## src/rtl/core/acfd_pkg.sv

```systemverilog
// shared types and constants of the box face contact detector
package acfd_pkg;

  localparam int ID_W       = 32;
  localparam int GAP_W      = 32;
  localparam int FACE_W     = 3;
  localparam int NUM_FACES  = 6;
  localparam int CFG_IDX_W  = 3;
  localparam int CFG_DATA_W = 32;
  localparam int TOL_W      = 31;
  localparam int Q_DEPTH    = 2;
  localparam int Q_PTR_W    = $clog2(Q_DEPTH);

  typedef enum logic [CFG_IDX_W-1:0] {
    REG_SELF_MIN_X,
    REG_SELF_MIN_Y,
    REG_SELF_MIN_Z,
    REG_SELF_MAX_X,
    REG_SELF_MAX_Y,
    REG_SELF_MAX_Z,
    REG_EPS,
    REG_MAX_DIST
  } cfg_reg_t;

  // one classified box: which faces touch and the gap of each
  typedef struct packed {
    logic [ID_W-1:0]                  id;
    logic [NUM_FACES-1:0]             mask;
    logic [NUM_FACES-1:0][GAP_W-1:0]  gap;
  } hit_entry_t;

endpackage

```

## src/rtl/core/acfd_back.sv

```systemverilog
// back end: walks the hit mask of one box and sends one result per face
module acfd_back (
  input  logic                              clk,
  input  logic                              rst_n,
  input  logic                              q_nonempty,
  input  acfd_pkg::hit_entry_t              q_head,
  output logic                              q_pop,
  output logic                              out_valid,
  input  logic                              out_ready,
  output logic [acfd_pkg::ID_W-1:0]         out_hit_id,
  output logic [acfd_pkg::FACE_W-1:0]       out_self_face,
  output logic [acfd_pkg::FACE_W-1:0]       out_other_face,
  output logic [acfd_pkg::GAP_W-1:0]        out_gap,
  output logic                              out_last
);

  acfd_pkg::hit_entry_t           cur_r;
  logic                           cur_v_r;
  logic                           out_v_r;
  logic [acfd_pkg::FACE_W-1:0]    fsel;
  logic [acfd_pkg::NUM_FACES-1:0] rest;
  logic                           emit, cur_done;

  always_comb begin
    fsel = '0;
    for (int i = acfd_pkg::NUM_FACES - 1; i >= 0; i--) begin
      if (cur_r.mask[i]) fsel = acfd_pkg::FACE_W'(i);
    end
  end

  assign rest     = cur_r.mask & ~(acfd_pkg::NUM_FACES'(1) << fsel);
  assign emit     = cur_v_r && (!out_v_r || out_ready);
  assign cur_done = emit && (rest == '0);
  assign q_pop    = q_nonempty && (!cur_v_r || cur_done);

  always_ff @(posedge clk) begin
    if (!rst_n) begin
      cur_v_r <= 1'b0;
      out_v_r <= 1'b0;
    end else begin
      if (q_pop) cur_v_r <= 1'b1;
      else if (cur_done) cur_v_r <= 1'b0;
      if (emit) out_v_r <= 1'b1;
      else if (out_ready) out_v_r <= 1'b0;
    end
  end

  always_ff @(posedge clk) begin
    if (q_pop) cur_r <= q_head;
    else if (emit) cur_r.mask <= rest;
    if (emit) begin
      out_hit_id     <= cur_r.id;
      out_self_face  <= fsel;
      out_other_face <= {fsel[acfd_pkg::FACE_W-1:1], ~fsel[0]};
      out_gap        <= cur_r.gap[fsel];
      out_last       <= rest == '0;
    end
  end

  assign out_valid = out_v_r;

endmodule

```

## config.mk

```make
export PLATFORM = sky130hd
export DESIGN_NAME = acfd_back
export DESIGN_NICKNAME = d
export VERILOG_FILES = /design/src/rtl/core/acfd_pkg.sv /design/src/rtl/core/acfd_back.sv
export SDC_FILE = /design/constraint.sdc
export NUM_CORES = 1
export LEC_CHECK = 0
export ABC_AREA = 1
export BUFFER_PORTS_ARGS = -buffer_cell sky130_fd_sc_hd__buf_2
export CORE_MARGIN = 2
export CORE_UTILIZATION = 40
export DETAILED_ROUTE_END_ITERATION = 6
export PLACE_DENSITY = 0.64
export SYNTH_ARGS = -nofsm -noshare
export SYNTH_HDL_FRONTEND = slang
export SYNTH_SLANG_ARGS = --single-unit
export TNS_END_PERCENT = 20
```

## constraint.sdc

```tcl
create_clock -name clk -period 9.3 [get_ports clk]
set_clock_uncertainty 0.2 [all_clocks]
set_input_delay 0.93 -clock clk [delete_from_list [all_inputs] [get_ports clk]]
set_output_delay 0.93 -clock clk [all_outputs]
set_load 0.01 [all_outputs]
```

==> impl_summary.txt <==
----------------------------------------------------
[Die]
  Height of the die ... 168.1 um
  Num rows ... 60
  Ports ... 307
  Area of the die ... 0.02825 mm2
  X dimension of the die ... 168.1 um
  Initial core utilization ... 40.29%
  Core region area ... 0.02673 mm2

[Synthesis]
  Count of mapped cells out of synthesis ... 623
  Share of synthesized cell area in and, or, nand and nor gates ... 7.993%
  Combined area of all synthesized cells ... 0.01077 mm2
  Distinct cells, synth ... 26
  Xor and xnor fraction of the mapped netlist area ... 0%
  Sequential area share after synthesis ... 83.75%
  Main combinational cell family by area after synthesis ... simple AND/OR/NAND/NOR gates
  Adder-Cell Fraction of Synth Area ... 0%
  Post-synthesis mux area share ... 0%
  Synth Net Count ... 857
  Count of flip-flops with a built-in enable after synthesis ... 299
  Yosys warns ... 0
  Async set or reset register ratio after synthesis ... 0%
  Flop and latch count out of synthesis ... 301
  Dominant synthesized flop cell ... edfxtp_1
  Per-instance average area after synthesis ... 17.29 um2
  Post-synthesis compound-gate area fraction ... 5.844%

[Clock tree]
  Clock root buffer ... clkbuf_16
  CTS tree ... built
  Insertion delay of the later-clocked pin in the worst-skew pair ... 540 ps
  H-tree depth ... 1
  Max Root-Sink Buffers ... 3
  Number of setup buffers added after CTS ... 0
  Count of hold buffers inserted by post-cts repair ... 0
  Clock transition at the registers of the reported paths ... 60 ps
  Resize count post-CTS ... 0
  Total clock buffers created by CTS ... 31
  Number of clock sinks seen by CTS ... 301

[Placement]
  Cell total after placement ... 1241
  IO buf count ... 306
  DP Wirelength ... 16.22 mm
  Placer's final routability congestion estimate ... 0.7700

[Critical path]
  Reg2reg start ... cur_r[195]
  Reg-to-reg slack, setup ... 5290 ps
  Critical register-to-register path endpoint ... cur_r[30]
  Data required time of the worst path ... 8170 ps
  Worst EP arrival ... 3420 ps
  Class of the most critical setup path ... reg -> out
  Launching element type of the critical path ... flop
  Critical path capture point type ... output port
  Number of cells traversed by the worst register-to-register path ... 12
  Worst-path maximum fanout ... 96

[Final layout]
  Share of post-route cells with drive strength above 1 ... 38.89%
  Reg area ... 0.009019 mm2
  Post-layout nets ... 1167
  Area of the multi-input gates ... 0.001490 mm2
  Fin cells ... 1296
  Area Overhead vs Synth ... 25.10%
  Fill cell total of the finished layout ... 2308

[Min path]
  Path category of the worst min-delay check ... reg -> reg
  Hold_sp ... cur_r[206]
  Hold Path End ... out_hit_id[8]
  Hold Path Stages ... 0

[Timing]
  Share of the clock period used by the worst path ... 48.92%
  Setup repair after global routing missed its margin ... false
  Maximum achievable frequency ... 0.2198 GHz
  Final min period ... 4549 ps
  Total setup violations reported at the end of the flow ... 0
  Number of hold-slack violations in the final timing report ... 0
  Worst-margin pin slew ... 949.7 ps
  Worst relative slew slack ... 36.69%
  Setup TNS ... 0 ps
  Final count of pins violating max slew ... 0

[Drt]
  Detailed-route wire length per cell ... 18.93 um
  DR pass1 iterations ... 5
  DRC violation total after the first TritonRoute iteration ... 533
  Number of vias after detailed routing ... 6477
  Aggregate routed wire length ... 24.53 mm
  Vias per cell ... 4.998
  Number of nets still failing antenna checks after routing ... 0
  DRC errors left ... 0

[Global routing]
  Number of antenna violations at the first check in global routing ... 4
  Global-route track usage on met2 ... 28.19%
  Maximum number of pins on one net before global-route repair ... 97
  Tot GR Track Use ... 16.72%
  Met1 GRT Util ... 21.86%
  Vias in the first global route ... 6401
  Most congested layer reported by global routing ... met2
  Met3 Track Usage GR ... 4.302%
  Gr ovfl total ... 0
  Global-route wire length before repair ... 36.00 mm

[Power and ir drop]
  Largest voltage drop on the vdd net ... 0.1437 mV
  Power density cells ... 236.7 mW/mm2
  Static Leak ... 0.005139 uW

[Job]
  Number of violations of the max-capacitance limit ... 0

[Outcome]
  Result of the run ... completed

----------------------------------------------------
==> placed cells by master, fill, tap and decap left out, drive strengths merged <==
cell type,synthesis,layout
clkinv,0,14
a32oi,32,32
inv,17,17
clkinvlp,0,3
o21ai,34,34
diode,0,1
dfxtp,2,2
nand4,2,2
a21oi,35,35
clkbuf,9,37
edfxtp,299,299
nor2,9,9
nor4,1,1
nand3,102,102
buf,25,311
nand2,56,56
==> routing by layer <==
layer / vias up / wire, um
met2: 291 / 11750
met5: - / 40
li1: 3047 / -
met1: 3093 / 10210
met4: 6 / 568
met3: 40 / 1959
==> metrics by stage <==
step	power, uW	hold WS (ps)	utilization (%)	cell area [um2]	setup WS [ps]
floorplan	1980	200.3	-	10770	2416
global placement	2125	200.5	47.07	12580	5267
detailed placement	2137	205.4	47.07	12580	5181
CTS	3231	219.2	50.40	13470	4653
global route	3326	223.9	50.40	13470	4433
finish	3189	218.0	50.41	13470	4751
==> synth_stat cells (4+ instances only) <==
cell        n  area, um2
clkbuf_1    9      33.78
nand2_1    50      187.7
nor2_1      4      15.01
edfxtp_1  299       8979
o21ai_1    32      160.2
buf_4       8      60.06
nand3_1   102      510.5
inv_1      13      48.80
buf_2      11      55.05
a32oi_1    32      280.3
nand2_4     5      56.30
a21oi_1    35      175.2
==> critical path: stages, from the launching register on <==
cell	delay (ps)
edfxtp_1	440
inv_2	80
nand2_1	80
nand2_4	380
nand2_4	400
nand2_4	210
nand3_1	80
nand2_1	90
nand4_2	100
nand2_4	120
nand2_4	100
inv_8	460
buf_2	250
==> registers in the layout (all words and copies together) (netlist names) <==
name	count
cur_r	230
cur_v_r	1
out_gap	32
out_hit_id	32
out_last	1
out_other_face	1
out_self_face	3
out_valid	1
==> logic make-up (layout without fill, tap and decap cells) <==
family | Yosys count | after routing
buffers and inverters | 51 | 382
AND/OR/NAND/NOR | 170 | 170
AO/OA/AOI/OAI | 101 | 101
other | 0 | 1
flip-flops | 301 | 301
==> report_power, final <==
group	total (uW)	internal (uW)	switching, uW	leakage [uW]
Clock	1090	607	485	0.000429
Sequential	1690	1650	34.1	0.00288
Combinational	410	131	280	0.00183
Total	3190	2390	799	0.00514
==> worst max-delay path by stage <==
stage / startpoint / end / slack [ps] / cells past startpoint
detailed placement: cur_r[195] / cur_r[30] / 5180 / 12
global placement: cur_r[195] / cur_r[65] / 5270 / 12
CTS: cur_r[195] / q_pop / 4650 / 12
floorplan: out_ready / q_pop / 2420 / 6
finish: cur_r[195] / q_pop / 4750 / 12
global route: cur_r[195] / q_pop / 4430 / 12
==> cell type report <==
type | count | area share [%]
clock buffers | 37 | 5.926
diodes | 1 | 0.01858
inverters | 17 | 0.5573
well taps | 341 | 3.167
flip-flops and latches | 301 | 66.95
repair buffers | 311 | 11.65
clock inverters | 17 | 0.6780
multi-input cells | 271 | 11.06
Note: power is estimated with default switching activity, not from simulation.
