[config.mk]
export PLATFORM = sky130hd
export DESIGN_NAME = acfd_queue
export DESIGN_NICKNAME = d
export VERILOG_FILES = /design/src/rtl/core/acfd_pkg.sv /design/src/rtl/core/acfd_queue.sv
export SDC_FILE = /design/constraint.sdc
export NUM_CORES = 1
export LEC_CHECK = 0
export BUFFER_PORTS_ARGS = -buffer_cell sky130_fd_sc_hd__clkbuf_2
export CORE_MARGIN = 2
export CORE_UTILIZATION = 45
export CTS_CLUSTER_SIZE = 20
export DETAILED_ROUTE_END_ITERATION = 8
export PLACE_DENSITY = 0.7
export SLEW_MARGIN = 10
export SYNTH_ARGS = -nofsm -noshare
export SYNTH_HDL_FRONTEND = slang
export SYNTH_SLANG_ARGS = --single-unit
[constraint.sdc]
create_clock -name clk -period 13.16 [get_ports clk]
set_input_delay 1.974 -clock clk [delete_from_list [all_inputs] [get_ports clk]]
set_output_delay 1.974 -clock clk [all_outputs]
set_load 0.005 [all_outputs]
[src/rtl/core/acfd_pkg.sv]
// shared types and constants of the box face contact detector
package acfd_pkg;

  localparam int ID_W       = 32;
  localparam int GAP_W      = 32;
  localparam int FACE_W     = 3;
  localparam int NUM_FACES  = 6;
  localparam int CFG_IDX_W  = 3;
  localparam int CFG_DATA_W = 32;
  localparam int TOL_W      = 31;
  localparam int Q_DEPTH    = 2;
  localparam int Q_PTR_W    = $clog2(Q_DEPTH);

  typedef enum logic [CFG_IDX_W-1:0] {
    REG_SELF_MIN_X,
    REG_SELF_MIN_Y,
    REG_SELF_MIN_Z,
    REG_SELF_MAX_X,
    REG_SELF_MAX_Y,
    REG_SELF_MAX_Z,
    REG_EPS,
    REG_MAX_DIST
  } cfg_reg_t;

  // one classified box: which faces touch and the gap of each
  typedef struct packed {
    logic [ID_W-1:0]                  id;
    logic [NUM_FACES-1:0]             mask;
    logic [NUM_FACES-1:0][GAP_W-1:0]  gap;
  } hit_entry_t;

endpackage

[src/rtl/core/acfd_queue.sv]
// two-entry queue of classified boxes between front and back
module acfd_queue (
  input  logic                 clk,
  input  logic                 rst_n,
  input  logic                 push,
  input  acfd_pkg::hit_entry_t push_entry,
  output logic                 full,
  input  logic                 pop,
  output logic                 nonempty,
  output acfd_pkg::hit_entry_t head
);

  acfd_pkg::hit_entry_t             mem_r [acfd_pkg::Q_DEPTH];
  logic [acfd_pkg::Q_PTR_W-1:0]     wr_ptr_r, rd_ptr_r;
  logic [acfd_pkg::Q_PTR_W:0]       count_r, count_nxt;
  logic                             do_push, do_pop;

  assign full     = count_r == (acfd_pkg::Q_PTR_W + 1)'(acfd_pkg::Q_DEPTH);
  assign nonempty = count_r != '0;
  assign do_push  = push && !full;
  assign do_pop   = pop && nonempty;
  assign head     = mem_r[rd_ptr_r];

  always_comb begin
    count_nxt = count_r;
    if (do_push && !do_pop) count_nxt = count_r + 1'b1;
    else if (do_pop && !do_push) count_nxt = count_r - 1'b1;
  end

  always_ff @(posedge clk) begin
    if (!rst_n) begin
      wr_ptr_r <= '0;
      rd_ptr_r <= '0;
      count_r  <= '0;
    end else begin
      if (do_push) wr_ptr_r <= wr_ptr_r + 1'b1;
      if (do_pop) rd_ptr_r <= rd_ptr_r + 1'b1;
      count_r <= count_nxt;
    end
  end

  always_ff @(posedge clk) begin
    if (do_push) mem_r[wr_ptr_r] <= push_entry;
  end

endmodule

==> impl_metrics.xml <==
<?xml version="1.0" encoding="UTF-8"?>
<metrics>
  <group name="status">
    <metric name="run_status" unit="">completed</metric>
  </group>
  <group name="floorplan">
    <metric name="die-width" unit="µm">203.2</metric>
    <metric name="core_area" unit="µm²">38920</metric>
    <metric name="std_cell_rows" unit="">72</metric>
    <metric name="start_util" unit="">0.4588</metric>
    <metric name="die-area" unit="µm²">41290</metric>
    <metric name="design.portCount" unit="">466</metric>
    <metric name="die_y" unit="µm">203.2</metric>
  </group>
  <group name="synth">
    <metric name="synth_compound_area_frac" unit="">0.001822</metric>
    <metric name="synth-warning-count" unit="">0</metric>
    <metric name="synth_top_cells_by_area" unit="">sky130_fd_sc_hd__edfxtp_1, sky130_fd_sc_hd__mux2_4, sky130_fd_sc_hd__buf_12</metric>
    <metric name="synth.yosys.seq_area_share" unit="">0.7791</metric>
    <metric name="synth_seq_cells" unit="">465</metric>
    <metric name="fraction_of_post_synthesis_cell_area_in_the_top_cell_type_by_area" unit="">0.7735</metric>
    <metric name="synth_top_family_by_area" unit="">multiplexers</metric>
    <metric name="synth_simple_gate_area_frac" unit="">0.003223</metric>
    <metric name="synthXorXnorAreaFrac" unit="">0.001471</metric>
    <metric name="post_synth_inst_count" unit="">741</metric>
    <metric name="synth.cell_area" unit="µm²">17860</metric>
    <metric name="syn_avg_cell_area" unit="µm²">24.10</metric>
    <metric name="synthDominantAreaCellType" unit="">sky130_fd_sc_hd__edfxtp_1</metric>
    <metric name="mappedNetlistNets" unit="">976</metric>
    <metric name="synth-adder-area-share" unit="">0.0007007</metric>
    <metric name="ys_types" unit="">23</metric>
    <metric name="synth.mux.area_fraction" unit="">0.1871</metric>
  </group>
  <group name="detailed_routing">
    <metric name="drtIter0Drc" unit="">440</metric>
    <metric name="post_drt_via_cell_ratio" unit="">4.827</metric>
    <metric name="drtPass1Iterations" unit="">4</metric>
    <metric name="wl_per_cell" unit="µm">20.10</metric>
    <metric name="routed-via-count" unit="">8650</metric>
    <metric name="drtAntennaViolNets" unit="">0</metric>
    <metric name="routed_wirelength" unit="mm">36.01</metric>
    <metric name="post-route-drc-count" unit="">0</metric>
  </group>
  <group name="sta">
    <metric name="timing.slew.headroom" unit="">0.2568</metric>
    <metric name="hold_violations" unit="">0</metric>
    <metric name="setup_viol" unit="">0</metric>
    <metric name="fin_skew" unit="ns">0.008048</metric>
    <metric name="timing_max_transition_violations_final" unit="">0</metric>
    <metric name="timing_worst_slew_pin_value" unit="ns">1.115</metric>
    <metric name="final.period_utilization" unit="">0.4165</metric>
    <metric name="setup_repair_after_global_routing_missed_its_margin" unit="">no</metric>
    <metric name="clock.fmax" unit="GHz">0.1825</metric>
    <metric name="final.min_clock_period" unit="ns">5.481</metric>
    <metric name="tns_setup" unit="ns">0</metric>
    <metric name="fin_ws" unit="ns">7.679</metric>
  </group>
  <group name="layout">
    <metric name="final_area" unit="µm²">21880</metric>
    <metric name="drive_above_1_share" unit="">0.6049</metric>
    <metric name="layout.cells.non_filler" unit="">1792</metric>
    <metric name="utilization" unit="">0.5623</metric>
    <metric name="area_delta_synth_final" unit="%">22.55</metric>
    <metric name="num-nets-final" unit="">1475</metric>
  </group>
  <group name="worst_hold_path">
    <metric name="hp-start" unit="">count_r[1]</metric>
    <metric name="worstHoldPathCells" unit="">2</metric>
    <metric name="hp-class" unit="">flip-flop to flip-flop</metric>
    <metric name="hold_path_end" unit="">count_r[1]</metric>
  </group>
  <group name="setup_path">
    <metric name="timing.critical_path.required" unit="ns">11.19</metric>
    <metric name="r2r.worst_path.cells" unit="">4</metric>
    <metric name="r2r_end" unit="">mem_r[1][56]</metric>
    <metric name="timing.critical_path.to_type" unit="">output pin</metric>
    <metric name="worstSetupStartpointType" unit="">flip-flop</metric>
    <metric name="crit_type" unit="">flip-flop to output pin</metric>
    <metric name="r2r_setup_slack" unit="ns">9.98</metric>
    <metric name="timing.critical_path.fanout_max" unit="">62</metric>
    <metric name="critical_path_arrival" unit="ns">3.51</metric>
    <metric name="rr_startpoint" unit="">count_r[0]</metric>
  </group>
  <group name="clock_network">
    <metric name="cts.sinks" unit="">465</metric>
    <metric name="tritoncts" unit="">done</metric>
    <metric name="path_clk_slew" unit="ns">0.06</metric>
    <metric name="cts_root_buf" unit="">sky130_fd_sc_hd__clkbuf_16</metric>
    <metric name="ctsResizeCount" unit="">0</metric>
    <metric name="maximum_number_of_buffers_from_clock_root_to_sink" unit="">3</metric>
    <metric name="cts_hold_repair.buffers" unit="">0</metric>
    <metric name="numCtsBuffers" unit="">47</metric>
    <metric name="post-cts-setup-buffer-count" unit="">0</metric>
    <metric name="number_of_levels_in_the_clock_h_tree" unit="">2</metric>
    <metric name="latest_clock_arrival_within_the_worst_skew_pair" unit="ns">0.55</metric>
  </group>
  <group name="global_routing">
    <metric name="grt_pass1_wl" unit="mm">52.26</metric>
    <metric name="grtUsageTotal" unit="">0.1689</metric>
    <metric name="grt_pass1_vias" unit="">9050</metric>
    <metric name="gr-total-overflow" unit="">0</metric>
    <metric name="antenna_found_initial" unit="">3</metric>
    <metric name="pin_count_of_the_biggest_net_entering_global_routing" unit="">76</metric>
  </group>
  <group name="placement">
    <metric name="placement.setup.worst_slack" unit="ns">8.238</metric>
    <metric name="gp_congestion" unit="">0.7804</metric>
    <metric name="numPortBuffers" unit="">465</metric>
    <metric name="place_inst" unit="">1709</metric>
    <metric name="placed_area" unit="µm²">20460</metric>
    <metric name="dp.final_hpwl" unit="mm">24.61</metric>
  </group>
  <group name="job">
    <metric name="cap_viol_max_count" unit="">0</metric>
  </group>
  <group name="power_and_ir_drop">
    <metric name="p_per_area" unit="nW/µm²">192.1</metric>
    <metric name="leakage" unit="nW">8.627</metric>
    <metric name="vdd.ir_drop.worst" unit="V">0.0001468</metric>
  </group>
</metrics>
[sequential cells by signal, indices dropped and copies added (netlist names), named ones only]
name	flops
wr_ptr_r	1
mem_r	460
rd_ptr_r	1
count_r	2
[worst max-delay path, cell delays in order, from the launching register on]
cell,delay [ns]
sky130_fd_sc_hd__dfxtp_4,0.56
sky130_fd_sc_hd__buf_4,0.90
sky130_fd_sc_hd__buf_4,0.84
sky130_fd_sc_hd__mux2_2,0.41
sky130_fd_sc_hd__clkbuf_2,0.11
[synth_stat cells (all sizes together)]
cell	count
xor2	1
and2	3
nor3	1
buf	26
o21ai	2
a21boi	2
xnor2	2
ha	1
dfxtp	5
or2	1
o21a	1
and3	1
inv	2
edfxtp	460
mux2	230
or3	1
nand2b	1
nor2	1
[metal layers]
| layer | global-route usage | part of all wire | vias to the layer above |
|---|---|---|---|
| li1 | - | - | 3959 |
| met3 | 0.06056 | 0.093 | 63 |
| met5 | 0 | 0.00031 | - |
| met2 | 0.2847 | 0.49 | 349 |
| met1 | 0.1979 | 0.38 | 4277 |
| met4 | 0.06595 | 0.030 | 2 |
[worst max path at each step]
stage | endpoint
floorplan | wr_ptr_r
global placement | head[212]
detailed placement | head[220]
CTS | head[220]
global route | head[212]
finish | head[220]
[metrics by stage]
step           power, mW  hold slack, ns
2_1_floorplan      2.745          0.4785
3_3_place_gp       3.013          0.4994
3_5_place_dp       3.030          0.5238
4_1_cts            4.264          0.5350
5_1_grt            4.385          0.5557
6_report           4.204          0.5389
[cell type report]
type,instances,area (µm²)
fill,2994,17030
antenna,1,2.502
multi-input combinational,248,3481
clock inverter,21,146.4
inverter,2,7.507
sequential,465,13920
tap,518,648.1
clock buffer,61,1271
timing repair buffer,476,2410
[cell families after synthesis]
group / Yosys count
compound gates: 5
simple gates: 9
flops: 465
fa+ha+maj: 1
xor+xnor: 3
buf+inv: 28
mux: 230
[power by group]
group / switching, mW / internal (mW)
logic: 0.497 / 0.561
registers: 0.0578 / 1.86
clock network: 0.509 / 0.715
total: 1.06 / 3.14
[layout by cell type (no fill, tap or decap), drive strengths merged, types with 2 or more instances in the layout]
| cell | n |
|---|---|
| o21ai | 2 |
| buf | 11 |
| bufinv | 2 |
| a21boi | 2 |
| clkinv | 19 |
| clkbuf | 526 |
| xnor2 | 2 |
| dfxtp | 5 |
| inv | 2 |
| mux2 | 230 |
| edfxtp | 460 |
| and2 | 3 |
(Power assumes the default switching activity.)
